<file path="config.mk">
export PLATFORM = sky130hd
export DESIGN_NAME = timer_prescaler_period_search_core
export DESIGN_NICKNAME = d
export VERILOG_FILES = /design/src/hdl/tpps_pkg.sv /design/src/hdl/tpps_divider.sv /design/src/hdl/timer_prescaler_period_search_core.sv
export SDC_FILE = /design/constraint.sdc
export NUM_CORES = 1
export LEC_CHECK = 0
export ABC_CLOCK_PERIOD_IN_PS = 22200
export BUFFER_PORTS_ARGS = -buffer_cell sky130_fd_sc_hd__buf_2
export CORE_MARGIN = 1.5
export CORE_UTILIZATION = 64
export CTS_CLUSTER_DIAMETER = 40
export DETAILED_ROUTE_END_ITERATION = 12
export PLACE_DENSITY = 0.86
export REMOVE_ABC_BUFFERS = 1
export SYNTH_ARGS = -nofsm -noshare
export SYNTH_HDL_FRONTEND = slang
export SYNTH_SLANG_ARGS = --single-unit
</file>
<file path="constraint.sdc">
create_clock -name clk -period 22.2 [get_ports clk]
set_input_delay 0 -clock clk [delete_from_list [all_inputs] [get_ports clk]]
set_output_delay 0 -clock clk [all_outputs]
set_load 0.02 [all_outputs]
</file>
<file path="src/hdl/tpps_pkg.sv">
`timescale 1ns / 1ps
package tpps_pkg;

  // search range and field widths
  localparam int PRESCALER_LIMIT = 65536;
  localparam int TARGET_W        = 64;
  localparam int DIV_W           = $clog2(PRESCALER_LIMIT + 1);
  localparam int PRESC_W         = 16;
  localparam int RELOAD_W        = 32;
  localparam int STATUS_W        = 2;
  localparam int STEP_CNT_W      = $clog2(TARGET_W);

  localparam int IN_DATA_W  = ((TARGET_W + 1 + 7) / 8) * 8;
  localparam int OUT_FLD_W  = STATUS_W + PRESC_W + RELOAD_W;
  localparam int OUT_DATA_W = ((OUT_FLD_W + 7) / 8) * 8;

  // largest period allowed for each reload width (register value plus one)
  localparam logic [TARGET_W-1:0] RELOAD_SPAN_16 = 64'h0000_0000_0001_0000;
  localparam logic [TARGET_W-1:0] RELOAD_SPAN_32 = 64'h0000_0001_0000_0000;

  typedef enum logic [STATUS_W-1:0] {
    ST_OK    = 2'd0,
    ST_ZERO  = 2'd1,
    ST_NOFIT = 2'd2
  } status_t;

  // divider control between sequencer and datapath
  typedef struct packed {
    logic init;
    logic step;
  } div_ctrl_t;

  // microcode
  localparam int PC_W = 3;

  typedef enum logic [2:0] {
    OP_NOP,
    OP_ACCEPT,
    OP_DIV_INIT,
    OP_DIV_STEP,
    OP_EVAL,
    OP_RESULT
  } op_t;

  typedef enum logic [2:0] {
    C_NEVER,
    C_ALWAYS,
    C_NO_INPUT,
    C_TARGET_ZERO,
    C_COUNT_NZ,
    C_MORE,
    C_OUT_BUSY
  } cond_t;

  typedef struct packed {
    op_t             op;
    cond_t           cond;
    logic [PC_W-1:0] jump;
  } ucode_t;

  localparam logic [PC_W-1:0] PC_ACCEPT = 3'd0;
  localparam logic [PC_W-1:0] PC_CHECK  = 3'd1;
  localparam logic [PC_W-1:0] PC_INIT   = 3'd2;
  localparam logic [PC_W-1:0] PC_STEP   = 3'd3;
  localparam logic [PC_W-1:0] PC_EVAL   = 3'd4;
  localparam logic [PC_W-1:0] PC_RESULT = 3'd5;
  localparam logic [PC_W-1:0] PC_RETURN = 3'd6;

  function automatic ucode_t ucode_rom(input logic [PC_W-1:0] pc);
    ucode_t w;
    case (pc)
      PC_ACCEPT: w = '{OP_ACCEPT,   C_NO_INPUT,    PC_ACCEPT};
      PC_CHECK:  w = '{OP_NOP,      C_TARGET_ZERO, PC_RESULT};
      PC_INIT:   w = '{OP_DIV_INIT, C_NEVER,       PC_INIT};
      PC_STEP:   w = '{OP_DIV_STEP, C_COUNT_NZ,    PC_STEP};
      PC_EVAL:   w = '{OP_EVAL,     C_MORE,        PC_INIT};
      PC_RESULT: w = '{OP_RESULT,   C_OUT_BUSY,    PC_RESULT};
      PC_RETURN: w = '{OP_NOP,      C_ALWAYS,      PC_ACCEPT};
      default:   w = '{OP_NOP,      C_ALWAYS,      PC_ACCEPT};
    endcase
    return w;
  endfunction

endpackage

</file>
<file path="src/hdl/tpps_divider.sv">
`timescale 1ns / 1ps
module tpps_divider
  import tpps_pkg::*;
(
  input  logic                clk,
  input  div_ctrl_t           ctrl,
  input  logic [TARGET_W-1:0] dividend,
  input  logic [DIV_W-1:0]    divisor,
  output logic [TARGET_W-1:0] quotient,
  output logic [DIV_W-1:0]    remainder
);

  logic [DIV_W:0] shifted;
  logic [DIV_W:0] diff;
  logic           take;

  // one restoring step: quotient register shifts dividend bits out and result bits in
  assign shifted = {remainder, quotient[TARGET_W-1]};
  assign diff    = shifted - {1'b0, divisor};
  assign take    = (shifted >= {1'b0, divisor});

  always_ff @(posedge clk) begin
    if (ctrl.init) begin
      quotient  <= dividend;
      remainder <= '0;
    end else if (ctrl.step) begin
      quotient  <= {quotient[TARGET_W-2:0], take};
      remainder <= take ? diff[DIV_W-1:0] : shifted[DIV_W-1:0];
    end
  end

endmodule

</file>
<file path="src/hdl/timer_prescaler_period_search_core.sv">
`timescale 1ns / 1ps
// Timer prescaler / period search. Each input item carries a target tick count per overflow
// and a counter width flag; the block returns one result item with a status (ok, zero target,
// no fitting pair), the prescaler register value and the auto-reload register value, both
// the chosen value minus one. Dividers 1 to 65536 are tried in order; the first divider with
// the largest product divider * floor(target / divider) whose period fits the reload register
// wins, and the search ends at once on an exact product. Each candidate takes one divider
// load, the bit-serial division and one compare, and a zero target goes straight to the
// result. The shared restoring divider works out one quotient bit per cycle. Control runs
// from a seven-step microcode table with conditional jumps. A finished result sits in the
// output register while the next item is already accepted.
module timer_prescaler_period_search_core
  import tpps_pkg::*;
(
  input  logic                  clk,
  input  logic                  rst,
  input  logic                  s_tvalid,
  output logic                  s_tready,
  input  logic [IN_DATA_W-1:0]  s_tdata,   // target_count[63:0], counter_is_32bit[64], zero pad
  output logic                  m_tvalid,
  input  logic                  m_tready,
  output logic [OUT_DATA_W-1:0] m_tdata    // status[1:0], prescaler_value[17:2],
                                           // reload_value[49:18], zero pad
);

  // sequencer
  logic [PC_W-1:0]       pc;
  logic [PC_W-1:0]       pc_next;
  ucode_t                uc;
  logic                  jump_taken;

  // datapath registers
  logic [TARGET_W-1:0]   target;
  logic                  wide;
  logic [DIV_W-1:0]      divider;
  logic [STEP_CNT_W-1:0] bit_cnt;
  logic                  found;
  logic [DIV_W-1:0]      best_rem;
  logic [PRESC_W-1:0]    best_presc;
  logic [RELOAD_W-1:0]   best_reload;

  // divider unit
  div_ctrl_t             div_ctrl;
  logic [TARGET_W-1:0]   quotient;
  logic [DIV_W-1:0]      remainder;

  // candidate evaluation
  logic [TARGET_W-1:0]   span;
  logic                  fits;
  logic                  better;
  logic                  exact;
  logic                  out_busy;
  logic                  accept;
  logic [TARGET_W-1:0]   period_m1;
  logic [DIV_W-1:0]      divider_m1;
  status_t               status;

  assign uc       = ucode_rom(pc);
  assign s_tready = (uc.op == OP_ACCEPT);
  assign accept   = s_tvalid && s_tready;
  assign out_busy = m_tvalid && !m_tready;

  assign div_ctrl.init = (uc.op == OP_DIV_INIT);
  assign div_ctrl.step = (uc.op == OP_DIV_STEP);

  tpps_divider u_div (
    .clk       (clk),
    .ctrl      (div_ctrl),
    .dividend  (target),
    .divisor   (divider),
    .quotient  (quotient),
    .remainder (remainder)
  );

  // period must be nonzero and period - 1 must fit the reload register
  assign span  = wide ? RELOAD_SPAN_32 : RELOAD_SPAN_16;
  assign fits  = (quotient != '0) && (quotient <= span);
  // product = target - remainder, so a smaller remainder means a larger product
  assign better = fits && (!found || (remainder < best_rem));
  assign exact  = fits && (remainder == '0);

  assign period_m1  = quotient - 1'b1;
  assign divider_m1 = divider - 1'b1;

  // jump conditions
  always_comb begin
    case (uc.cond)
      C_NEVER:       jump_taken = 1'b0;
      C_ALWAYS:      jump_taken = 1'b1;
      C_NO_INPUT:    jump_taken = !s_tvalid;
      C_TARGET_ZERO: jump_taken = (target == '0);
      C_COUNT_NZ:    jump_taken = (bit_cnt != '0);
      C_MORE:        jump_taken = !exact && (divider != DIV_W'(PRESCALER_LIMIT));
      C_OUT_BUSY:    jump_taken = out_busy;
      default:       jump_taken = 1'b1;
    endcase
    pc_next = jump_taken ? uc.jump : pc + 1'b1;
  end

  always_ff @(posedge clk) begin
    if (rst) begin
      pc <= PC_ACCEPT;
    end else begin
      pc <= pc_next;
    end
  end

  // datapath, driven by the current control word
  always_ff @(posedge clk) begin
    if (rst) begin
      found <= 1'b0;
    end else begin
      case (uc.op)
        OP_ACCEPT: begin
          if (accept) begin
            target  <= s_tdata[TARGET_W-1:0];
            wide    <= s_tdata[TARGET_W];
            divider <= DIV_W'(1);
            found   <= 1'b0;
          end
        end
        OP_DIV_INIT: begin
          bit_cnt <= STEP_CNT_W'(TARGET_W - 1);
        end
        OP_DIV_STEP: begin
          bit_cnt <= bit_cnt - 1'b1;
        end
        OP_EVAL: begin
          if (better) begin
            found       <= 1'b1;
            best_rem    <= remainder;
            best_presc  <= divider_m1[PRESC_W-1:0];
            best_reload <= period_m1[RELOAD_W-1:0];
          end
          divider <= divider + 1'b1;
        end
        default: begin
        end
      endcase
    end
  end

  // result status
  always_comb begin
    if (target == '0) begin
      status = ST_ZERO;
    end else if (found) begin
      status = ST_OK;
    end else begin
      status = ST_NOFIT;
    end
  end

  // output register
  always_ff @(posedge clk) begin
    if (rst) begin
      m_tvalid <= 1'b0;
    end else if ((uc.op == OP_RESULT) && !out_busy) begin
      m_tvalid <= 1'b1;
      if (status == ST_OK) begin
        m_tdata <= {(OUT_DATA_W - OUT_FLD_W)'(0), best_reload, best_presc, status};
      end else begin
        m_tdata <= {(OUT_DATA_W - STATUS_W)'(0), status};
      end
    end else if (m_tready) begin
      m_tvalid <= 1'b0;
    end
  end

endmodule

</file>
==> impl_metrics.tcl <==
set metrics [dict create \
    die_w_microns 146.7 \
    p_leak_nw 5.928 \
    overflow 0 \
    core_sq_mm 0.02023 \
    grt_max_degree 69 \
    preCtsSetupSlack_ps 18330 \
    post_cts_resized 0 \
    reg2reg_depth 8 \
    period_minus_slack_ps 4124 \
    insertion_delay_ps 520 \
    critPathKind "reg2reg" \
    grt_pass1_wl_mm 47.71 \
    diodes 0 \
    reg2reg_from "u_div.quotient[21]$_DFFE_PN_" \
    yosysSeqAreaShare_pct 63.97 \
    port_buffers 120 \
    vias 8980 \
    clockRootBuffer "clkbuf_16" \
    ys_ff_latch 289 \
    cp.required_ps 22330 \
    synth_top_family_by_area "simple AND/OR/NAND/NOR gates" \
    synth_cell_types 65 \
    final-hold-violation-count 0 \
    yosys.area_share.simple_pct 12.86 \
    async_flop_share_pct 0 \
    worstSetupEndpointType "flip-flop" \
    postLayoutSetupSlackWorst_ps 18080 \
    tightest_slew_ps 1320 \
    power.density_mw_per_mm2 105.0 \
    synthXorXnorAreaFrac_pct 4.571 \
    clkTransAtPathRegs_ps 70 \
    finalClockSkew_ps 26.33 \
    dieHeight_microns 146.7 \
    first_iter_violations 953 \
    area.growth.synth_to_final_pct 20.25 \
    drt-total-wl_mm 30.46 \
    r2r_slack_ps 18080 \
    min_path_cells 2 \
    dpl_cell_area_sq_mm 0.01412 \
    antenna_found_initial 0 \
    post_cts_buffers 0 \
    fp-row-count 52 \
    rsz0062_at_grt "false" \
    setup.worst_path.start_class "flip-flop" \
    final_antenna_net_count 0 \
    cp_max_fo 65 \
    fin_nets 1314 \
    cts_htree_levels 2 \
    r2r-end "best_reload[14]$_DFFE_PP_" \
    setup_viol 0 \
    fin_setup_tns_ps 0 \
    hp-class "in2reg" \
    grt_pass1_vias 8764 \
    critical_path_arrival_ps 4260 \
    n_fill_cell 1090 \
    numCtsBuffers 34 \
    start_util_pct 65.34 \
    syn_area_per_cell_sq_um 13.37 \
    muxShareOfSynthArea_pct 5.413 \
    maxCapViolations 0 \
    max_slew_margin_pct 11.58 \
    wl_per_cell_microns 20.53 \
    netlist_area_sq_mm 0.01322 \
    min_from "s_tdata[35]" \
    dr.pass1.iters 5 \
    die-area_sq_mm 0.02153 \
    fin_hold_ws_ps 194.9 \
    fin_util_pct 78.57 \
    multiInputGateArea_sq_mm 0.004461 \
    synth_ff_type "edfxtp_1" \
    gp_congestion 0.8777 \
    clockBufferDepth 3 \
    netlist_instances 989 \
    yosys.area_share.adder_pct 4.599 \
    io_pins 134 \
    max_freq_mhz 242.5 \
    hpwl_mm 17.28 \
    yosys_warnings 0 \
    status "finished clean" \
    whs_endpoint "target[35]$_DFFE_PP_" \
    tritoncts "yes" \
    layout-drive-gt1-share_pct 21.66 \
    slew_viol_final 0 \
    numClockSinks 289 \
    gr-usage-all-layers_pct 28.79 \
    synth_edf_count 267 \
    timing.final.crit_share_pct 18.58 \
    synth_compound_area_share_pct 5.811 \
    seqCellArea_sq_mm 0.008458 \
    ir_drop_mv 0.08036 \
    drc 0 \
    post_drt_via_cell_ratio 6.051 \
    finalInstanceArea_sq_mm 0.01590 \
]
## synthesized netlist by cell type, drive strengths merged (2+ instances only)
cell type | n | area [sq um]
nand4 | 14 | 87.58
nand2 | 63 | 244.0
mux2i | 4 | 40.04
o21bai | 2 | 15.01
nor3 | 26 | 140.1
xor2 | 24 | 210.2
nand3 | 31 | 155.2
mux2 | 60 | 675.7
or2 | 2 | 12.52
a32oi | 3 | 26.28
clkbuf | 26 | 97.59
nand2b | 7 | 43.79
a21oi | 32 | 167.7
nor4 | 40 | 295.3
or4 | 3 | 26.27
o311ai | 12 | 122.6
nor2 | 57 | 221.5
o21a | 4 | 30.03
buf | 10 | 62.56
nor3b | 3 | 27.52
xnor2 | 45 | 394.1
dfxtp | 22 | 440.4
a21o | 11 | 82.58
o31a | 2 | 17.52
o2111ai | 2 | 17.52
edfxtp | 267 | 8018
and3 | 7 | 45.05
a211oi | 5 | 37.54
and2 | 49 | 306.5
nor2b | 7 | 43.79
inv | 53 | 198.9
o31ai | 3 | 22.52
ha | 47 | 588.1
or3 | 6 | 42.54
o21ai | 25 | 128.9
## layout make-up
cell class	count	share of cell area, %
inverter	54	1.275
multi-input combinational	615	28.06
clock buffer	38	5.580
timing repair buffer	196	8.436
clock inverter	22	1.330
sequential	289	53.20
tap	270	2.125
## cell families (layout without fill, tap and decap cells)
kind of cell | Yosys count | count (layout)
other | 1 | 6
AO/OA/AOI/OAI | 112 | 112
flip-flops | 289 | 289
multiplexers | 64 | 64
AND/OR/NAND/NOR | 316 | 316
buffers and inverters | 90 | 310
XOR/XNOR | 69 | 69
adder cells (fa/ha/maj) | 48 | 48
## state kept, by name, indices dropped and copies added, names as in the netlist, 6 cells and up
name	cells
divider	17
best_rem	17
u_div.quotient	64
best_presc	16
m_tdata	50
u_div.remainder	17
target	64
bit_cnt	6
best_reload	32
## critical path, cell delays in order (launching register included)
cell       delay, ps
edfxtp_1         490
nor4_1           770
nand4_1          290
nor4_1           400
o311ai_0         230
nor3_2           460
o2111ai_1        260
a21oi_4          160
buf_4            640
## power breakdown
part	leakage, nW	switching, mW	internal, mW
registers	2.60	0.0728	0.693
clock network	0.535	0.229	0.326
logic	2.80	0.211	0.139
total	5.93	0.512	1.16
## metal layers
metal / up-vias / part of all wire [%] / track usage, %
li1: 4077 / - / -
met1: 4283 / 38 / 36.79
met4: 0 / 3.3 / 10.86
met2: 531 / 50 / 49.76
met5: - / 0 / 0
met3: 89 / 8.1 / 4.689
## worst max-delay path by stage
stage,to,startpoint
2_1_floorplan,u_div.quotient[10]$_DFFE_PN_,pc[2]$_SDFF_PP0_
3_3_place_gp,best_presc[11]$_DFFE_PP_,u_div.quotient[9]$_DFFE_PN_
3_5_place_dp,best_presc[11]$_DFFE_PP_,u_div.quotient[11]$_DFFE_PN_
4_1_cts,best_rem[13]$_DFFE_PP_,u_div.quotient[21]$_DFFE_PN_
5_1_grt,best_reload[14]$_DFFE_PP_,u_div.quotient[21]$_DFFE_PN_
6_report,best_reload[14]$_DFFE_PP_,u_div.quotient[21]$_DFFE_PN_
## what timing repair did
| action | in CTS | in global routing |
|---|---|---|
| endpoints found under the hold margin | 70 | 0 |
| hold buffers | 68 | 0 |
| setup endpoints to repair | 0 | 0 |
## cells in the final DEF (no fill, tap or decap), drive strengths merged, types with 4 or more instances in the layout
cell type,instances
a211oi,5
a21o,11
a21oi,32
and2,49
and3,7
buf,128
clkbuf,38
clkinv,13
conb,6
dfxtp,22
dlygate4sd3,68
edfxtp,267
ha,47
inv,58
mux2,60
mux2i,4
nand2,63
nand2b,7
nand3,31
nand4,14
nor2,57
nor2b,7
nor3,26
nor4,40
o21a,4
o21ai,25
o311ai,12
or3,6
xnor2,45
xor2,24
## per-stage QoR
stage / power (mW) / instances
after floorplan: 0.9941 / 958
after global placement: 1.071 / 1356
after detailed placement: 1.086 / 1356
after CTS: 1.642 / 1484
after global routing: 1.728 / 1484
final: 1.670 / 1484
Power figures use the tool's default switching activity.
